$ cat src/hw/rtl/dti_pkg.sv
// Shared types, constants and codes of the decision tree inference core.
`default_nettype none

package dti_pkg;

  // Table sizes and walk bound.
  localparam int unsigned MaxNodes    = 256;
  localparam int unsigned NumFeatures = 32;
  localparam int unsigned MaxDepth    = 32;

  localparam int unsigned NodeAw = (MaxNodes > 1) ? $clog2(MaxNodes) : 1;
  localparam int unsigned FeatAw = (NumFeatures > 1) ? $clog2(NumFeatures) : 1;
  localparam int unsigned StepW  = $clog2(MaxDepth + 1);

  // Field widths of the words.
  localparam int unsigned AddrW  = 8;
  localparam int unsigned FIdxW  = 5;
  localparam int unsigned ValueW = 16;

  // Item kinds.
  localparam logic KindNode   = 1'b0;
  localparam logic KindSample = 1'b1;

  typedef struct packed {
    logic                     kind;
    logic [AddrW-1:0]         node_addr;
    logic [FIdxW-1:0]         split_feature;
    logic signed [ValueW-1:0] split_threshold;
    logic [AddrW-1:0]         left_child;
    logic [AddrW-1:0]         right_child;
    logic                     is_leaf;
    logic signed [ValueW-1:0] leaf_value;
    logic [FIdxW-1:0]         feature_addr;
    logic signed [ValueW-1:0] sample_value;
    logic                     last_feature;
  } dti_in_t;

  typedef struct packed {
    logic signed [ValueW-1:0] result_value;
    logic                     walk_error;
  } dti_out_t;

  // One entry of the node table.
  typedef struct packed {
    logic [FIdxW-1:0]         split_feature;
    logic signed [ValueW-1:0] split_threshold;
    logic [AddrW-1:0]         left_child;
    logic [AddrW-1:0]         right_child;
    logic                     is_leaf;
    logic signed [ValueW-1:0] leaf_value;
  } dti_node_t;

  localparam int unsigned NodeW = $bits(dti_node_t);

  // Write and read requests toward the two memories.
  typedef struct packed {
    logic              we;
    logic [NodeAw-1:0] addr;
    dti_node_t         data;
  } dti_node_wr_t;

  typedef struct packed {
    logic              re;
    logic [NodeAw-1:0] addr;
  } dti_node_rd_t;

  typedef struct packed {
    logic              we;
    logic [FeatAw-1:0] addr;
    logic [ValueW-1:0] data;
  } dti_feat_wr_t;

  typedef struct packed {
    logic              re;
    logic [FeatAw-1:0] addr;
  } dti_feat_rd_t;

  typedef enum logic [1:0] {
    ST_IDLE,
    ST_NODE,
    ST_FEAT
  } dti_state_e;

endpackage

`default_nettype wire

$ cat src/hw/rtl/dti_walker.sv
// Sequencer that loads the memories, walks the tree and holds the result word.
`default_nettype none

module dti_walker (
  input  wire logic             clk_i,
  input  wire logic             rst_ni,
  input  wire logic             in_valid_i,
  output logic                  in_ready_o,
  input  wire dti_pkg::dti_in_t in_word_i,
  output logic                  out_valid_o,
  input  wire logic             out_ready_i,
  output dti_pkg::dti_out_t     out_word_o,
  output dti_pkg::dti_node_wr_t node_wr_o,
  output dti_pkg::dti_node_rd_t node_rd_o,
  input  wire dti_pkg::dti_node_t node_rdata_i,
  output dti_pkg::dti_feat_wr_t feat_wr_o,
  output dti_pkg::dti_feat_rd_t feat_rd_o,
  input  wire logic [dti_pkg::ValueW-1:0] feat_rdata_i
);

  import dti_pkg::*;

  dti_state_e state_q, state_d;

  logic [StepW-1:0]  steps_q, steps_d;
  logic signed [ValueW-1:0] thr_q;
  logic [AddrW-1:0]  left_q, right_q;
  logic              capture;

  logic              out_valid_q;
  dti_out_t          out_word_q;
  logic              out_free;
  logic              fin_req;
  dti_out_t          fin_word;

  logic              node_in_range;
  logic              feat_in_range;
  logic              split_in_range;
  logic              depth_hit;
  logic              go_left;
  logic [AddrW-1:0]  next_node;
  logic              next_in_range;

  assign out_free = !out_valid_q || out_ready_i;

  assign node_in_range  = 32'(in_word_i.node_addr) < MaxNodes;
  assign feat_in_range  = 32'(in_word_i.feature_addr) < NumFeatures;
  assign split_in_range = 32'(node_rdata_i.split_feature) < NumFeatures;
  assign depth_hit      = steps_q >= StepW'(MaxDepth);
  assign go_left        = $signed(feat_rdata_i) <= thr_q;
  assign next_node      = go_left ? left_q : right_q;
  assign next_in_range  = 32'(next_node) < MaxNodes;

  // Next state.
  always_comb begin
    state_d = state_q;
    unique case (state_q)
      ST_IDLE: begin
        if (in_valid_i && in_word_i.kind == KindSample && in_word_i.last_feature) begin
          state_d = ST_NODE;
        end
      end
      ST_NODE: begin
        if (node_rdata_i.is_leaf || depth_hit || !split_in_range) begin
          if (out_free) begin
            state_d = ST_IDLE;
          end
        end else begin
          state_d = ST_FEAT;
        end
      end
      ST_FEAT: begin
        if (!next_in_range) begin
          if (out_free) begin
            state_d = ST_IDLE;
          end
        end else begin
          state_d = ST_NODE;
        end
      end
      default: state_d = ST_IDLE;
    endcase
  end

  // Outputs and memory requests.
  always_comb begin
    in_ready_o = 1'b0;
    node_wr_o  = '0;
    node_rd_o  = '0;
    feat_wr_o  = '0;
    feat_rd_o  = '0;
    fin_req    = 1'b0;
    fin_word   = '0;
    capture    = 1'b0;
    steps_d    = steps_q;
    unique case (state_q)
      ST_IDLE: begin
        in_ready_o = 1'b1;
        if (in_valid_i) begin
          if (in_word_i.kind == KindNode) begin
            node_wr_o.we                   = node_in_range;
            node_wr_o.addr                 = in_word_i.node_addr[NodeAw-1:0];
            node_wr_o.data.split_feature   = in_word_i.split_feature;
            node_wr_o.data.split_threshold = in_word_i.split_threshold;
            node_wr_o.data.left_child      = in_word_i.left_child;
            node_wr_o.data.right_child     = in_word_i.right_child;
            node_wr_o.data.is_leaf         = in_word_i.is_leaf;
            node_wr_o.data.leaf_value      = in_word_i.leaf_value;
          end else begin
            feat_wr_o.we   = feat_in_range;
            feat_wr_o.addr = in_word_i.feature_addr[FeatAw-1:0];
            feat_wr_o.data = in_word_i.sample_value;
            if (in_word_i.last_feature) begin
              // The walk always starts at the root.
              node_rd_o.re   = 1'b1;
              node_rd_o.addr = '0;
              steps_d        = '0;
            end
          end
        end
      end
      ST_NODE: begin
        if (node_rdata_i.is_leaf) begin
          fin_req               = 1'b1;
          fin_word.result_value = node_rdata_i.leaf_value;
          fin_word.walk_error   = 1'b0;
        end else if (depth_hit || !split_in_range) begin
          fin_req             = 1'b1;
          fin_word.walk_error = 1'b1;
        end else begin
          feat_rd_o.re   = 1'b1;
          feat_rd_o.addr = node_rdata_i.split_feature[FeatAw-1:0];
          capture        = 1'b1;
        end
      end
      ST_FEAT: begin
        if (!next_in_range) begin
          fin_req             = 1'b1;
          fin_word.walk_error = 1'b1;
        end else begin
          node_rd_o.re   = 1'b1;
          node_rd_o.addr = next_node[NodeAw-1:0];
          steps_d        = steps_q + StepW'(1);
        end
      end
      default: ;
    endcase
  end

  always_ff @(posedge clk_i or negedge rst_ni) begin
    if (!rst_ni) begin
      state_q     <= ST_IDLE;
      steps_q     <= '0;
      out_valid_q <= 1'b0;
    end else begin
      state_q <= state_d;
      steps_q <= steps_d;
      if (fin_req && out_free) begin
        out_valid_q <= 1'b1;
      end else if (out_ready_i) begin
        out_valid_q <= 1'b0;
      end
    end
  end

  always_ff @(posedge clk_i) begin
    if (capture) begin
      thr_q   <= node_rdata_i.split_threshold;
      left_q  <= node_rdata_i.left_child;
      right_q <= node_rdata_i.right_child;
    end
    if (fin_req && out_free) begin
      out_word_q <= fin_word;
    end
  end

  assign out_valid_o = out_valid_q;
  assign out_word_o  = out_word_q;

endmodule

`default_nettype wire

$ cat config.mk
export PLATFORM = sky130hd
export DESIGN_NAME = dti_walker
export DESIGN_NICKNAME = d
export VERILOG_FILES = /design/src/hw/rtl/dti_pkg.sv /design/src/hw/rtl/dti_walker.sv
export SDC_FILE = /design/constraint.sdc
export NUM_CORES = 1
export LEC_CHECK = 0
export ABC_CLOCK_PERIOD_IN_PS = 8500
export BUFFER_PORTS_ARGS = -buffer_cell sky130_fd_sc_hd__buf_2
export CAP_MARGIN = 15
export CORE_AREA = 2 2 109 111
export CTS_CLUSTER_SIZE = 8
export DETAILED_ROUTE_END_ITERATION = 8
export DIE_AREA = 0 0 111 113
export GPL_ROUTABILITY_DRIVEN = 1
export HOLD_SLACK_MARGIN = 0.05
export PLACE_DENSITY = 0.72
export SLEW_MARGIN = 10
export SYNTH_ARGS = -nofsm -noshare
export SYNTH_HDL_FRONTEND = slang
export SYNTH_SLANG_ARGS = --single-unit
$ cat constraint.sdc
create_clock -name clk_i -period 8.5 [get_ports clk_i]
set_input_delay 1.7 -clock clk_i [delete_from_list [all_inputs] [get_ports clk_i]]
set_output_delay 1.7 -clock clk_i [all_outputs]
set_load 0.005 [all_outputs]
* Yosys cells after proc, flatten, opt, wreduce, memory -nomap -nowiden
Cells that the tools add are included.
** Word-level totals
- Output and inout bits :: 119
- Register bits :: 58
- Bits of input ports :: 159
** Cells by class
- Bitwise logic cells :: 1
- Add/sub/neg operators :: 1
- Equality and inequality tests :: 7
- Reductions and logical operators :: 13
- Magnitude comparators :: 2
- Multiplexer cells :: 31
** Operators with widths (number)
- 2-to-1 mux 63 bit :: 3
- 2-to-1 mux 22 bit :: 3
- 2-to-1 mux 6 bit :: 6
- 2-to-1 mux 9 bit :: 3
- case mux 9 bit (2 select lines) :: 1
- less-or-equal comparator 16 bit :: 1
- case mux 6 bit (2 select lines) :: 1
- 2-to-1 mux 1 bit :: 9
- 2-to-1 mux 8 bit :: 1
- inequality test 2 bit, second input constant :: 4
- adder 6 x 1 -> 6 bit, second input constant :: 1
- >= comparator 6 bit, second input constant :: 1
- 2-to-1 mux 2 bit :: 3
- case mux 2 bit (3 select lines) :: 1
- AND reduction 2 bit :: 2
- AND reduction 4 bit :: 1
- nonzero test 2 bit :: 2
- logical AND 1 bit :: 3
- inequality test 3 bit, second input constant :: 1
- == test 2 x 1 -> 1 bit, second input constant :: 1
- == test 2 bit, second input constant :: 1
- zero test 2 bit :: 1
- logical OR 1 bit :: 2
- OR reduction 2 bit :: 1
- other kinds (2) :: 2

* Logic depth before layout (Yosys ltp)
Gate-level depths: netlist (run 1).
- Depth after elaboration :: 6
- Depth in mapped cells :: 9

* Least setup slack after synthesis (run 1)
OpenSTA, ideal clock, no wires.
- Path kind :: input-to-output
- Start point :: input port node_rdata_i[16] in the netlist's numbering
- End point :: output port feat_rd_o[5] in the netlist's numbering
- Data arrival time :: 4.672 ns
- Path slack :: 2.128 ns
- Path buffers :: 1
- Cell stages on the path :: 2
- Cell sequence :: nor3b_1 > buf_4
** RTL lines
- from (decl) :: line dti_walker.sv:15 : input wire dti_pkg::dti_node_t node_rdata_i,
- to (decl) :: line dti_walker.sv:17 : output dti_pkg::dti_feat_rd_t feat_rd_o,

==> impl_metrics.json, run 1 <==
{
  "run_status": "completed",
  "synth_xor_area_frac": 0.00269,
  "layout_setup_ws_ns": 3.03,
  "dpl.cell_count": 706,
  "first_pass_iters": 4,
  "dieArea_mm2": 0.0125,
  "crit_fanout": 8,
  "ys_ff_latch": 58,
  "synthCells": 298,
  "r2r_end": "right_q[7]",
  "coreArea_mm2": 0.0113,
  "wl_mm": 12.3,
  "clk_latency_ns": 0.32,
  "numPortBuffers": 277,
  "rsz0062_at_grt": "no",
  "cp-start-kind": "primary input",
  "synth_top_family_by_area": "simple AND/OR/NAND/NOR gates",
  "ir_drop_mv": 0.0886,
  "die_width_um": 111,
  "min_path_cells": 1,
  "clock_skew_ns": 0.00532,
  "p_leak_nw": 2.73,
  "critPathBufInv": 2,
  "path_common_cell": "buf_2",
  "nets": 752,
  "avgSynthCellArea_um2": 10.9,
  "postCtsHoldBufs": 0,
  "synth.area.top_cells": "edfxtp_1 (45%), and2_1 (17%), dfrtp_1 (6.9%)",
  "yosysUniqueCellTypes": 35,
  "cts_buffers": 9,
  "synth_top_area_frac": 0.451,
  "clk_pin_slew_ns": 0.05,
  "pre_cts_ws_ns": 2.71,
  "yosysTopAreaCell": "edfxtp_1",
  "cp.arrival_ns": 3.77,
  "synthSimpleGateAreaFrac": 0.281,
  "htree_num_levels": 3,
  "vias": 3357,
  "die_y_um": 113,
  "first_iter_violations": 198,
  "cts.sinks": 58,
  "fin_crit_ns": 5.47,
  "worst_hold_path.endpoint": "steps_q[0]",
  "hold_violations": 0,
  "timing.setup.tns_ns": 0,
  "design.portCount": 278,
  "synth_fp_nets": 475,
  "rrSetupSlack_ns": 6.16,
  "required_ns": 6.80,
  "antenna_found_initial": 3,
  "maxCapViolations": 0,
  "cpPeakStageDelay_ns": 0.40,
  "relSlewSlack": 0.294,
  "syn_area_mm2": 0.00326,
  "postCtsSetupRepairBufs": 0,
  "vias_per_cell": 4.63,
  "hold_start": "steps_q[0]",
  "synth-edff-count": 49,
  "tightestPinTransition_ns": 1.06,
  "hpwl_mm": 10.4,
  "setup_violations": 0,
  "drtAntennaViolNets": 0,
  "grt_max_degree": 64,
  "initial_core_util": 0.289,
  "rows": 39,
  "cts_resized": 0,
  "r2r-start": "state_q[1]",
  "crit_path_end_kind": "primary output",
  "powerDensity_mw_per_mm2": 161,
  "clockBufferDepth": 2,
  "grt-ovfl-total": 0,
  "synth.most_common_cell": "and2_1",
  "finalNonFillerCells": 725,
  "gp_congestion": 0.985,
  "drive_gt1_frac": 0.526,
  "post-route-cell-area_mm2": 0.00507,
  "hold_class": "reg -> reg",
  "synth_ff_type": "edfxtp_1",
  "cpLargestDelayFamily": "simple AND/OR/NAND/NOR gates",
  "placed_area_mm2": 0.00479,
  "ys_seq_area_frac": 0.520,
  "synth_fa_ha_area_frac": 0.0691,
  "grt_usage": 0.191,
  "grt_pass1_vias": 3405,
  "drc": 0,
  "criticalPathCategory": "in -> out",
  "synth_compound_area_frac": 0.0844,
  "area_growth_pct": 55.6,
  "grt_pass1_wl_mm": 18.4,
  "max_freq_mhz": 183,
  "cts_tree": "built",
  "reg2regPathDepth": 3,
  "drv_slew": 0,
  "muxShareOfSynthArea": 0,
  "crit_chain": "buf_2, ha_1, nand4_2, nor4_2, a21boi_4, or4_1, nand3_1, a21boi_1, buf_2",
  "cp_slowest_cell": "ha_1",
  "utilization": 0.450,
  "async_flop_share": 0.155,
  "clockRootBuffer": "clkbuf_16",
  "post-route-period-util": 0.643,
  "ys_warn_count": 0,
  "avgRoutedWirePerCell_um": 16.9,
  "synth_common_cells": "and2_1 (89), edfxtp_1 (49), inv_1 (19), and3_1 (18), ha_1 (18)"
}
-- layer usage --
metal,global-route usage,vias up,routed length [um]
met3,0.0616,20,983
met2,0.299,169,5780
met1,0.251,1580,5250
met5,0,-,13
met4,0.0667,2,255
li1,-,1586,-
-- metrics by stage --
step / total power, mW / hold slack (ns)
6_report: 0.814 / 0.512
5_1_grt: 0.858 / 0.539
4_1_cts: 0.829 / 0.509
3_5_place_dp: 0.494 / 0.501
3_3_place_gp: 0.487 / 0.479
2_1_floorplan: 0.411 / 0.458
-- flip-flops by register name, indices dropped and copies added, names as in the netlist --
| name | flops |
|---|---|
| right_q | 8 |
| thr_q | 16 |
| out_word_o | 17 |
| steps_q | 6 |
| left_q | 8 |
| out_valid_o | 1 |
| state_q | 2 |
-- area by class of cell --
class                   instances  area [um2]
clock inverters                 3        15.0
inverters                      19        71.3
clock buffers                  13         260
flip-flops and latches         58        1700
diodes                          2        5.00
multi-input cells             206        1430
well taps                     143         179
fillers                      1098        6200
repair buffers                281        1410
-- cell families after synthesis --
logic type / after synthesis
xor gates and xnor gates: 1
adders and majority gates: 18
AOI/OAI and AO/OA: 40
and+or+nand+nor: 147
DFF: 58
buffers and inverters: 34
-- where the power goes --
group	internal (mW)	switching, mW
clock network	0.211	0.115
registers	0.328	0.00873
logic	0.0736	0.0776
total	0.613	0.201
-- cell usage in the layout, fill, tap and decap left out, types with 2 or more instances in the layout --
| cell | n |
|---|---|
| buf_2 | 277 |
| and2_1 | 89 |
| edfxtp_1 | 49 |
| inv_1 | 19 |
| and3_1 | 18 |
| ha_1 | 18 |
| o21ai_0 | 15 |
| nand3_1 | 12 |
| clkbuf_16 | 9 |
| dfrtp_1 | 9 |
| a21boi_1 | 8 |
| a21oi_1 | 7 |
| nand2_1 | 6 |
| nor2b_1 | 5 |
| nand4_1 | 4 |
| clkinv_2 | 3 |
| buf_4 | 3 |
| diode_2 | 2 |
| nor2_1 | 2 |
| a21o_1 | 2 |
| o311ai_2 | 2 |
| clkbuf_1 | 2 |
| clkbuf_8 | 2 |
-- how the worst max path moves through the flow --
stage,endpoint,from,slack [ns],cells after the start
6_report,node_rd_o[7],feat_rdata_i[15],3.03,9
5_1_grt,node_rd_o[3],feat_rdata_i[15],2.85,9
4_1_cts,node_rd_o[7],feat_rdata_i[15],2.70,9
3_5_place_dp,node_rd_o[7],feat_rdata_i[15],2.71,9
3_3_place_gp,node_rd_o[0],feat_rdata_i[15],2.89,9
2_1_floorplan,feat_rd_o[5],node_rdata_i[16],2.13,2
Power figures use the tool's default switching activity.
==> inputs of run 2 (changes only) <==
- ABC_AREA: not set -> 1
- ABC_CLOCK_PERIOD_IN_PS: 8500 -> 5200
- CORE_AREA: 2 2 109 111 -> 2 2 108 110
- DIE_AREA: 0 0 111 113 -> 0 0 110 112
- PLACE_DENSITY: 0.72 -> 0.75
- clock period: 8.5 -> 5.2 ns (I/O delays scaled with it)
==> run 2 against run 1 <==
  * Non-clock buffer count decreased by 2
  * Sequential share of layout area is 1.5 points lower
  * Global-route usage decreased by 2.5 points
  * Clock-buffer cell count shrank 3
  * Critical path type unchanged
==> impl_metrics.json, run 2 <==
{
  "pre_cts_ws_ns": 1.47,
  "grt_max_degree": 63,
  "vias_per_cell": 3.98,
  "drtAntennaViolNets": 0,
  "largest_register_ffs": 17,
  "setup_violations": 0,
  "crit_path_end_kind": "primary output",
  "clockBufferDepth": 2,
  "netSwitchingPower_mw": 0.337,
  "postCtsSetupRepairBufs": 0,
  "layout_setup_ws_ns": 1.49,
  "cpPeakStageDelay_ns": 0.40,
  "die_width_um": 110,
  "clockRootBuffer": "clkbuf_16",
  "area_growth_pct": 53.7,
  "nets": 907,
  "cp_slowest_cell": "ha_1",
  "avgRoutedWirePerCell_um": 11.9,
  "layout_commonest_cell": "buf_2",
  "async_flop_share": 0.155,
  "antenna_found_initial": 2,
  "yosysTopAreaCell": "edfxtp_1",
  "cts_tree": "built",
  "crit_fanout": 9,
  "wl_mm": 10.5,
  "hold_class": "reg -> reg",
  "first_pass_iters": 4,
  "die_y_um": 112,
  "drv_slew": 0,
  "post-route-period-util": 0.713,
  "fin_crit_ns": 3.71,
  "clkPwrFrac": 0.431,
  "holdWs_ns": 0.498,
  "grt_pass1_vias": 3247,
  "hold_violations": 0,
  "drc": 0,
  "run_status": "completed",
  "crit_chain": "buf_2, ha_1, nand2_2, nor3_4, nand2_2, nand3_4, nand2_4, nor2_4, nor2_1, nor2_1, buf_2",
  "first_iter_violations": 172,
  "maxCapViolations": 0,
  "final_cell_mix": "buf_2 (277), inv_1 (150), nor2_1 (135)",
  "rsz0062_at_grt": "no",
  "numPortBuffers": 277,
  "dieArea_mm2": 0.0123,
  "clk_pin_slew_ns": 0.05,
  "grt_usage": 0.166,
  "tightestPinTransition_ns": 0.937,
  "clk_latency_ns": 0.32,
  "cp-start-kind": "primary input",
  "clock_skew_ns": 0.0135,
  "rows": 39,
  "cts.sinks": 58,
  "syn_area_mm2": 0.00346,
  "sequentialPowerShare": 0.390,
  "synth_top_area_frac": 0.426,
  "coreArea_mm2": 0.0112,
  "p_int_mw": 1.06,
  "ir_drop_mv": 0.189,
  "ys_seq_area_frac": 0.491,
  "synth_common_cells": "inv_1 (150), nor2_1 (136), edfxtp_1 (49), nand2_1 (34), ha_1 (18)",
  "gp_congestion": 0.823,
  "relSlewSlack": 0.374,
  "cp.arrival_ns": 2.67,
  "timing.setup.tns_ns": 0,
  "max_freq_mhz": 270,
  "drive_gt1_frac": 0.415,
  "initial_core_util": 0.309,
  "p_leak_nw": 3.33,
  "synth.area.top_cells": "edfxtp_1 (43%), inv_1 (16%), nor2_1 (15%)",
  "pwr-share-comb": 0.180,
  "htree_num_levels": 3,
  "vias": 3501,
  "ys_warn_count": 0,
  "postCtsHoldBufs": 0,
  "grt_pass1_wl_mm": 15.6,
  "ys_ff_latch": 58,
  "synthCells": 451,
  "cts_buffers": 9,
  "powerDensity_mw_per_mm2": 264,
  "criticalPathCategory": "in -> out",
  "switching_share": 0.241,
  "synth_fp_nets": 628,
  "design.portCount": 278,
  "avgSynthCellArea_um2": 7.66,
  "grt-ovfl-total": 0,
  "hpwl_mm": 8.80,
  "yosysUniqueCellTypes": 26,
  "synth_ff_type": "edfxtp_1",
  "cts_resized": 0,
  "synth-edff-count": 49,
  "synth.most_common_cell": "inv_1",
  "required_ns": 4.16,
  "power_mw": 1.40
}
[run 2: cells by family after synthesis]
group	Yosys count	synth area share
AO/OA/AOI/OAI	19	0.0315
flip-flops	58	0.491
buffers and inverters	163	0.178
adder cells (fa/ha/maj)	18	0.0652
AND/OR/NAND/NOR	193	0.234
[run 2: worst max-delay path: cells and delay by family]
kind | cells | cell delay (ns)
buffers and inverters | 2 | 0.23
adders and majority gates | 1 | 0.40
and+or+nand+nor | 8 | 0.98
[run 2: path summary, 6_finish.rpt]
| check | from | to | slack (ns) | depth (start not counted) |
|---|---|---|---|---|
| min reg2reg | steps_q[4] | steps_q[4] | 0.50 | 1 |
| max in group asynchronous | rst_ni | steps_q[0] | 4.45 | 1 |
| min in group asynchronous | rst_ni | steps_q[5] | 0.56 | 1 |
| min | steps_q[4] | steps_q[4] | 0.50 | 1 |
| max | feat_rdata_i[15] | node_rd_o[4] | 1.49 | 11 |
| max reg2reg | state_q[0] | steps_q[2] | 3.14 | 6 |
[run 2: cell type report]
| cell class | instances | area (um2) |
|---|---|---|
| fillers | 1122 | 5860 |
| flip-flops and latches | 58 | 1700 |
| repair buffers | 279 | 1400 |
| multi-input cells | 230 | 1150 |
| inverters | 152 | 571 |
| clock buffers | 10 | 229 |
| well taps | 143 | 179 |
| clock inverters | 6 | 81.3 |
| diodes | 1 | 2.50 |
[run 2: power groups by stage]
| stage | logic [mW] | registers [mW] | clock network [mW] |
|---|---|---|---|
| 6_report | 0.252 | 0.545 | 0.603 |
| 5_1_grt | 0.288 | 0.548 | 0.642 |
| 3_3_place_gp | 0.251 | 0.553 | 0 |
| 3_5_place_dp | 0.254 | 0.554 | 0 |
| 4_1_cts | 0.255 | 0.545 | 0.622 |
| 2_1_floorplan | 0.123 | 0.554 | 0 |
[run 2: metal layers]
layer | vias to the layer above | part of all wire | GRT usage
met5 | - | 0.0014 | 0
met4 | 2 | 0.0039 | 0.0329
met3 | 4 | 0.097 | 0.0732
met2 | 130 | 0.47 | 0.267
met1 | 1488 | 0.43 | 0.207
li1 | 1877 | - | -
[run 2: stage by stage]
step / instances / area (um2) / utilization
4_1_cts: 878 / 5310 / 0.475
5_1_grt: 878 / 5310 / 0.475
2_1_floorplan: 451 / 3460 / -
3_5_place_dp: 862 / 5000 / 0.447
3_3_place_gp: 862 / 5000 / 0.447
6_report: 879 / 5310 / 0.475
